## config.mk

```make
export PLATFORM = sky130hd
export DESIGN_NAME = lagac_ctrl
export DESIGN_NICKNAME = d
export VERILOG_FILES = /design/src/hw/rtl/lagac_pkg.sv /design/src/hw/rtl/lagac_ctrl.sv
export SDC_FILE = /design/constraint.sdc
export NUM_CORES = 1
export LEC_CHECK = 0
export BUFFER_PORTS_ARGS = -buffer_cell sky130_fd_sc_hd__clkbuf_2
export CORE_AREA = 2 2 39 41
export CTS_BUF_LIST = sky130_fd_sc_hd__clkbuf_8
export CTS_CLUSTER_SIZE = 10
export DETAILED_ROUTE_END_ITERATION = 12
export DIE_AREA = 0 0 41 43
export GPL_ROUTABILITY_DRIVEN = 0
export SLEW_MARGIN = 25
export SYNTH_ARGS = -nofsm -noshare
export SYNTH_HDL_FRONTEND = slang
export SYNTH_SLANG_ARGS = --single-unit
```

## constraint.sdc

```tcl
create_clock -name clk -period 1.31 [get_ports clk]
set_input_delay 0.262 -clock clk [delete_from_list [all_inputs] [get_ports clk]]
set_output_delay 0.262 -clock clk [all_outputs]
set_load 0.005 [all_outputs]
```

## src/hw/rtl/lagac_pkg.sv

```systemverilog
// Shared constants and controller/datapath interface types for the lagged autocorrelation block.
package lagac_pkg;

  localparam int MAX_SAMPLES = 4096;
  localparam int SAMPLE_BITS = 16;
  localparam int LAG_W       = 12;
  localparam int OUT_W       = 32;
  localparam int LAG_RESET   = 1;

  localparam int ADDR_W    = $clog2(MAX_SAMPLES);
  localparam int CNT_W     = $clog2(MAX_SAMPLES + 1);
  localparam int PROD_W    = 2 * SAMPLE_BITS;
  localparam int SUM_W     = PROD_W + ADDR_W;
  localparam int CMP_W     = (LAG_W > CNT_W) ? LAG_W + 1 : CNT_W + 1;
  localparam int SAT_W     = (SUM_W > OUT_W) ? SUM_W : OUT_W + 1;
  localparam int DIV_CNT_W = $clog2(SUM_W + 1);

  localparam logic [SAT_W-1:0] SAT_POS = SAT_W'((64'd1 << (OUT_W - 1)) - 64'd1);
  localparam logic [SAT_W-1:0] SAT_NEG = SAT_W'(64'd1 << (OUT_W - 1));

  typedef struct packed {
    logic smp_wr;
    logic close;
    logic walk_issue;
    logic div_start;
    logic out_load;
  } cmd_t;

  typedef struct packed {
    logic too_long;
    logic issue_last;
    logic pipe_busy;
    logic div_busy;
    logic out_free;
  } sts_t;

endpackage

```

## src/hw/rtl/lagac_ctrl.sv

```systemverilog
// Controller: sequences load, walk, drain, divide and result hand-off.
module lagac_ctrl (
  input  logic            clk,
  input  logic            rst_n,
  input  logic            in_valid,
  input  logic            in_block_end,
  output logic            in_stall,
  input  lagac_pkg::sts_t sts,
  output lagac_pkg::cmd_t cmd
);

  typedef enum logic [2:0] {
    S_LOAD,
    S_START,
    S_WALK,
    S_DRAIN,
    S_DIV,
    S_OUT
  } state_t;

  state_t state_r;
  state_t state_nxt;

  always_comb begin
    state_nxt = state_r;
    cmd       = '0;
    case (state_r)
      S_LOAD: begin
        cmd.smp_wr = in_valid;
        cmd.close  = in_valid && in_block_end;
        if (in_valid && in_block_end) begin
          state_nxt = S_START;
        end
      end
      S_START: begin
        state_nxt = sts.too_long ? S_OUT : S_WALK;
      end
      S_WALK: begin
        cmd.walk_issue = 1'b1;
        if (sts.issue_last) begin
          state_nxt = S_DRAIN;
        end
      end
      S_DRAIN: begin
        // wait for the last product to reach the accumulator
        if (!sts.pipe_busy) begin
          cmd.div_start = 1'b1;
          state_nxt     = S_DIV;
        end
      end
      S_DIV: begin
        if (!sts.div_busy) begin
          state_nxt = S_OUT;
        end
      end
      S_OUT: begin
        if (sts.out_free) begin
          cmd.out_load = 1'b1;
          state_nxt    = S_LOAD;
        end
      end
      default: begin
        state_nxt = S_LOAD;
      end
    endcase
  end

  always_ff @(posedge clk) begin
    if (!rst_n) begin
      state_r <= S_LOAD;
    end else begin
      state_r <= state_nxt;
    end
  end

  assign in_stall = state_r != S_LOAD;

endmodule

```

==> summary.txt, run 1 <==
Die
  – Die Wd: 41 um
  – Die Footprint: 1760 sq um
  – Core ar.: about 1400 sq um
  – Ports: 15
  – Row Count: 14
  – Initial Util: 19.3%
  – Die Height: 43 um

Worst setup path
  – R2R setup slack: -0.02 ns
  – Max FO, Critical Path: 3
  – R2r endpoint: state_r[2]
  – CP endpoint kind: output pin
  – CP cell instances: or3_4, nor2_2, clkbuf_2
  – Crit path required time: between 1 and 1.5 ns
  – Slowest CP cell: or3_4
  – Worst reg-to-reg path cell count: 5
  – Reg2reg start: state_r[0]
  – WP data arrival: between 1 and 1.5 ns
  – Critical Path Max Stage Delay: approximately 0.40 ns
  – Crit path launch type: flip-flop
  – Critical path class: flip-flop to output pin

Finish
  – Layout cells sized above 1: around three fifths
  – Commonest non-fill, non-tap cell in the layout: clkbuf_2
  – Biggest regs: state_r x3
  – Biggest register: state_r
  – Fin util: between 30% and 40%
  – Nets: just under 70
  – Ant diodes: 0
  – Fillers: about 150
  – Syn-to-layout area delta: 78.5%
  – Max reg flops: 3
  – Most frequent cells in the layout: clkbuf_2, buf_4

Placement
  – Detail Placement HPWL: 545 um
  – I/O Buffers: 14

Global route
  – Vias in the first global route: 331
  – First-pass GRT wire length: 1310 um
  – Largest net degree at the start of global routing: 9
  – Gr usage total: about 11%
  – Initial antenna violation count: 0
  – Total global routing overflow: 0

Drt
  – Via density per instance: 4.66
  – Drt initial violations: 6
  – DR WL/cell: around 12 um
  – TritonRoute pass-1 iters: 4
  – Vias after detailed routing: between 300 and 400
  – Final WL: slightly below 900 um
  – # DRC: 0
  – Post-route ant nets: 0

Clock network
  – CTS root buf: clkbuf_8
  – Number of buffers created by CTS: 3
  – Clk buf depth: 2
  – Worst-Skew Late Latency: 0.22 ns
  – CTS tree: done
  – Worst-path clk slew: roughly 0.03 ns
  – H-tree levels: 1
  – Clk sinks: 3

STA
  – Finish-stage setup viols: 6
  – Fin. max-slew vios: 0
  – Worst slew pin tran: ~0.29 ns
  – Final worst path period need: roughly 1.4 ns
  – Final WS setup: -0.105 ns
  – Max-slew headroom: 80.4%
  – Final worst path period share: 108%
  – Worst clock skew: between 0.002 and 0.003 ns
  – Max Clk Rate: between 700 and 800 MHz
  – RSZ-0062 raised after global routing: yes
  – WHS: around 0.32 ns
  – Final hold violations: 0

Outcome
  – Outcome: finished with violations
  – Violated checks: setup timing

Synthesis
  – Gate Count Post-Synth: 34
  – Yosys reg bits: 3
  – Synthesized area per cell: between 7 and 8 sq um
  – Unique masters post-synth: 20
  – Syn_nets: 43
  – Synth Warn #: 0
  – Post-synthesis sequential area ratio: 22.4%
  – Netlist Area Pre-Place: between 200 and 300 sq um

Worst hold path
  – Hold path startpoint: rst_n
  – Hold path cells: 3
  – Worst Hold Class: input port to flip-flop
  – Worst Hold Path EP: state_r[0]

Power
  – Lkg Pwr: between 0.2 and 0.25 nW
  – Pwr dens: roughly 1900 nW/um^2
  – Peak supply drop: roughly 550 uV

Flow run
  – Max-cap violations: 0
-- worst max-delay path: cells and delay by family (launching register included) --
kind / cells / cell delay (ns)
buffers and inverters: 1 / 0.11
flip-flops: 1 / 0.33
AND/OR/NAND/NOR: 2 / 0.49
-- power breakdown --
part / total, mW / switching [mW] / internal [mW]
Combinational: 0.498 / 0.224 / 0.273
Clock: 0.264 / 0.0642 / 0.200
Sequential: 0.168 / 0.0327 / 0.135
-- through the flow --
stage	setup slack [ns]	TNS [ns]	total power, mW	cell area (sq um)	cells
floorplan	0.0627	0	0.428	268	34
global placement	0.0464	0	0.537	369	66
detailed placement	0.0312	0	0.544	369	66
CTS	-0.114	-0.286	0.900	465	74
global route	-0.148	-0.521	0.996	478	74
finish	-0.105	-0.280	0.929	478	74
-- synth_stat cells --
master / number / area (sq um)
a211o_1: 1 / 8.76
a21oi_1: 3 / 15.0
a221oi_2: 1 / 15.0
a22o_1: 1 / 8.76
a22oi_1: 1 / 7.51
buf_4: 1 / 7.51
buf_6: 1 / 11.3
dfxtp_1: 3 / 60.1
inv_1: 2 / 7.51
mux2i_1: 1 / 10.0
nand2_1: 3 / 11.3
nand2b_1: 3 / 18.8
nand3_1: 1 / 5.00
nor2_1: 5 / 18.8
nor3b_1: 1 / 7.51
nor3b_2: 1 / 12.5
nor4bb_1: 2 / 20.0
o21ai_0: 1 / 5.00
or2_1: 1 / 6.26
or3_4: 1 / 11.3
-- kinds of logic after synthesis --
family / share of synthesized area, %
DFF: 22.4
muxes: 3.74
AOI/OAI and AO/OA: 22.4
buffers and inverters: 9.81
and+or+nand+nor: 41.6
-- how the worst max path moves through the flow --
stage	from	endpoint	slack, ns	cells after the start
after detailed placement	state_r[0]	cmd[3]	0.03	3
after global routing	state_r[0]	cmd[3]	-0.15	3
after global placement	state_r[1]	state_r[0]	0.05	4
after floorplan	state_r[0]	cmd[3]	0.06	3
final	state_r[0]	cmd[3]	-0.10	3
after CTS	state_r[0]	cmd[4]	-0.11	3
-- routing by layer --
layer / wire length (um) / share of wire (%) / GRT usage, %
met2: 512 / 58 / 18.1
met1: 336 / 38 / 11.9
met4: 0 / 0 / 10.0
met3: 36 / 4.1 / 1.57
met5: 0 / 0 / 0
-- timing repair --
action                     4_1_cts  5_1_grt
setup endpoints to repair        5        7
hold buffers                     0        0
buffers inserted                 4        0
gates resized for setup          8        5
pin swaps                        5        6
-- final cells by class --
type                       count  area, sq um  area share, %
multi-input combinational     27          203           42.4
clock inverter                 1         3.75          0.785
tap                           16         20.0           4.19
clock buffer                   3         41.3           8.64
timing repair buffer          22          134           28.0
sequential                     3         68.8           14.4
inverter                       2         7.51           1.57
(Power assumes the default switching activity.)
==> run 2: changes to the inputs <==
- RECOVER_POWER: unset -> 25
- TNS_END_PERCENT: unset -> 5
==> run 2 against run 1 <==
The flow still finishes with violations (setup timing). Hold slack worse by 0.0022 ns. Critical path depth stayed put. Power down 0.34%. Die area unchanged. Register-to-register slack about the same. Clock-buffer cell count is the same. Critical endpoint unchanged. First-iteration DRC count fell by 50%.
==> summary.txt, run 2 (synthesized netlist as in run 1, its figures left out) <==
STA
  – Final hold violations: 0
  – Final worst path period share: 108%
  – Final worst path period need: 1.42 ns
  – RSZ-0062 raised after global routing: yes
  – Final WS setup: -0.111 ns
  – Worst slew pin tran: ~0.29 ns
  – Fin. max-slew vios: 0
  – Max Clk Rate: 704 MHz
  – Setup_tns: -0.318 ns
  – Worst clock skew: between 0.003 and 0.004 ns
  – Max-slew headroom: roughly four fifths
  – Finish-stage setup viols: 7

Die
  – Core ar.: roughly 1400 sq um
  – Ports: 15
  – Die Height: between 40 and 50 um
  – Row Count: 14
  – Die Footprint: 1760 sq um
  – Initial Util: between 10% and 20%
  – Die Wd: around 41 um

Drt
  – Drt initial violations: 3
  – Final WL: just under 900 um
  – DR WL/cell: about 12 um
  – # DRC: 0
  – TritonRoute pass-1 iters: 4
  – Post-route ant nets: 0
  – Via density per instance: 4.71
  – Vias after detailed routing: ~340

Worst setup path
  – R2r endpoint: state_r[2]
  – Crit path launch type: flip-flop
  – Critical path class: flip-flop to output pin
  – Setup crit start: state_r[0]
  – Setup crit end: cmd[3]
  – Crit path required time: approximately 1.1 ns
  – Max FO, Critical Path: 3
  – WP data arrival: about 1.2 ns
  – CP endpoint kind: output pin
  – Worst reg-to-reg path cell count: 5
  – R2R setup slack: -0.03 ns
  – Reg2reg start: state_r[0]

Finish
  – Fin util: approximately a third
  – Layout cells sized above 1: 59.6%
  – Ant diodes: 0
  – Syn-to-layout area delta: 75.7%
  – Area of the multi-input gates: around 200 sq um
  – Most frequent cells in the layout: clkbuf_2, buf_4
  – Biggest register: state_r
  – Max reg flops: 3
  – Reg area: about 69 sq um
  – Biggest regs: state_r x3
  – Fillers: about 150
  – Nets: 67
  – Commonest non-fill, non-tap cell in the layout: clkbuf_2

Global route
  – First-pass GRT wire length: roughly 1300 um
  – Initial antenna violation count: 0
  – Gr usage total: 11.4%
  – M3 GR Usage: between 1.5 and 2%
  – Top Usage Layer GRT: met2
  – Largest net degree at the start of global routing: 9
  – Vias in the first global route: about 330
  – Total global routing overflow: 0
  – GRT met1 Usage: a little under an eighth
  – GRT met2 Usage: between 15 and 20%

Clock network
  – Worst-path clk slew: around 0.03 ns
  – CTS root buf: clkbuf_8
  – Worst-Skew Late Latency: approximately 0.22 ns
  – Number of buffers created by CTS: 3
  – Clk buf depth: 2
  – Clk sinks: 3
  – H-tree levels: 1
  – CTS tree: done

Outcome
  – Violated checks: setup timing
  – Outcome: finished with violations

Worst hold path
  – Worst Hold Class: input port to flip-flop

Flow run
  – Max-cap violations: 0

Placement
  – I/O Buffers: 14
  – Detail Placement HPWL: approximately 550 um

Power
  – Pwr dens: roughly 2000 nW/um^2
  – Lkg Pwr: ~0.23 nW
  – Peak supply drop: ~550 uV
run 2: cell types whose count changed in the layout (fill, tap and decap cells not counted):
cell / before / now
buf_4: 7 / 6
run 2: area by class of cell:
cell class / count / share of cell area, %
inverters: 2 / 1.60
repair buffers: 21 / 26.9
clock buffers: 3 / 8.78
clock inverters: 1 / 0.798
flip-flops and latches: 3 / 14.6
well taps: 16 / 4.26
multi-input cells: 27 / 43.1
run 2: metrics by stage:
step           power [mW]  worst slack [ns]  std cells  hold slack [ns]  instance area [sq um]
6_report            0.926            -0.111         73            0.320                    470
3_5_place_dp        0.544            0.0312         66            0.559                    369
2_1_floorplan       0.428            0.0627         34            0.395                    268
4_1_cts             0.891            -0.114         73            0.324                    458
5_1_grt             0.989            -0.148         73            0.331                    470
3_3_place_gp        0.537            0.0464         66            0.545                    369
run 2: critical path: stages, from the launching register on:
cell      delay, ns
dfxtp_4        0.33
or3_4          0.40
nor2_2         0.09
clkbuf_2       0.11
run 2: repair_timing:
item / CTS / global route
resized for setup: 8 / 5
setup buffers: 3 / 0
setup endpoints to repair: 5 / 7
pin swaps: 4 / 1
cloned: 0 / 0
hold buffers: 0 / 0
run 2: worst min path at each step:
| stage | startpoint | endpoint | slack [ns] | cells past startpoint |
|---|---|---|---|---|
| finish | rst_n | state_r[0] | 0.32 | 3 |
| global placement | rst_n | state_r[2] | 0.54 | 2 |
| global route | rst_n | state_r[0] | 0.33 | 3 |
| detailed placement | rst_n | state_r[2] | 0.56 | 2 |
| CTS | rst_n | state_r[0] | 0.32 | 3 |
| floorplan | rst_n | state_r[2] | 0.39 | 1 |
run 2: power breakdown:
part	switching [mW]	internal, mW
sequential	0.0320	0.135
clock	0.0669	0.200
combinational	0.224	0.268
total	0.323	0.603
run 2: layer usage:
| metal | part of all wire [%] | vias up |
|---|---|---|
| li1 | - | 169 |
| met1 | 40 | 164 |
| met2 | 56 | 11 |
| met3 | 3.6 | 0 |
| met4 | 0 | 0 |
| met5 | 0 | - |
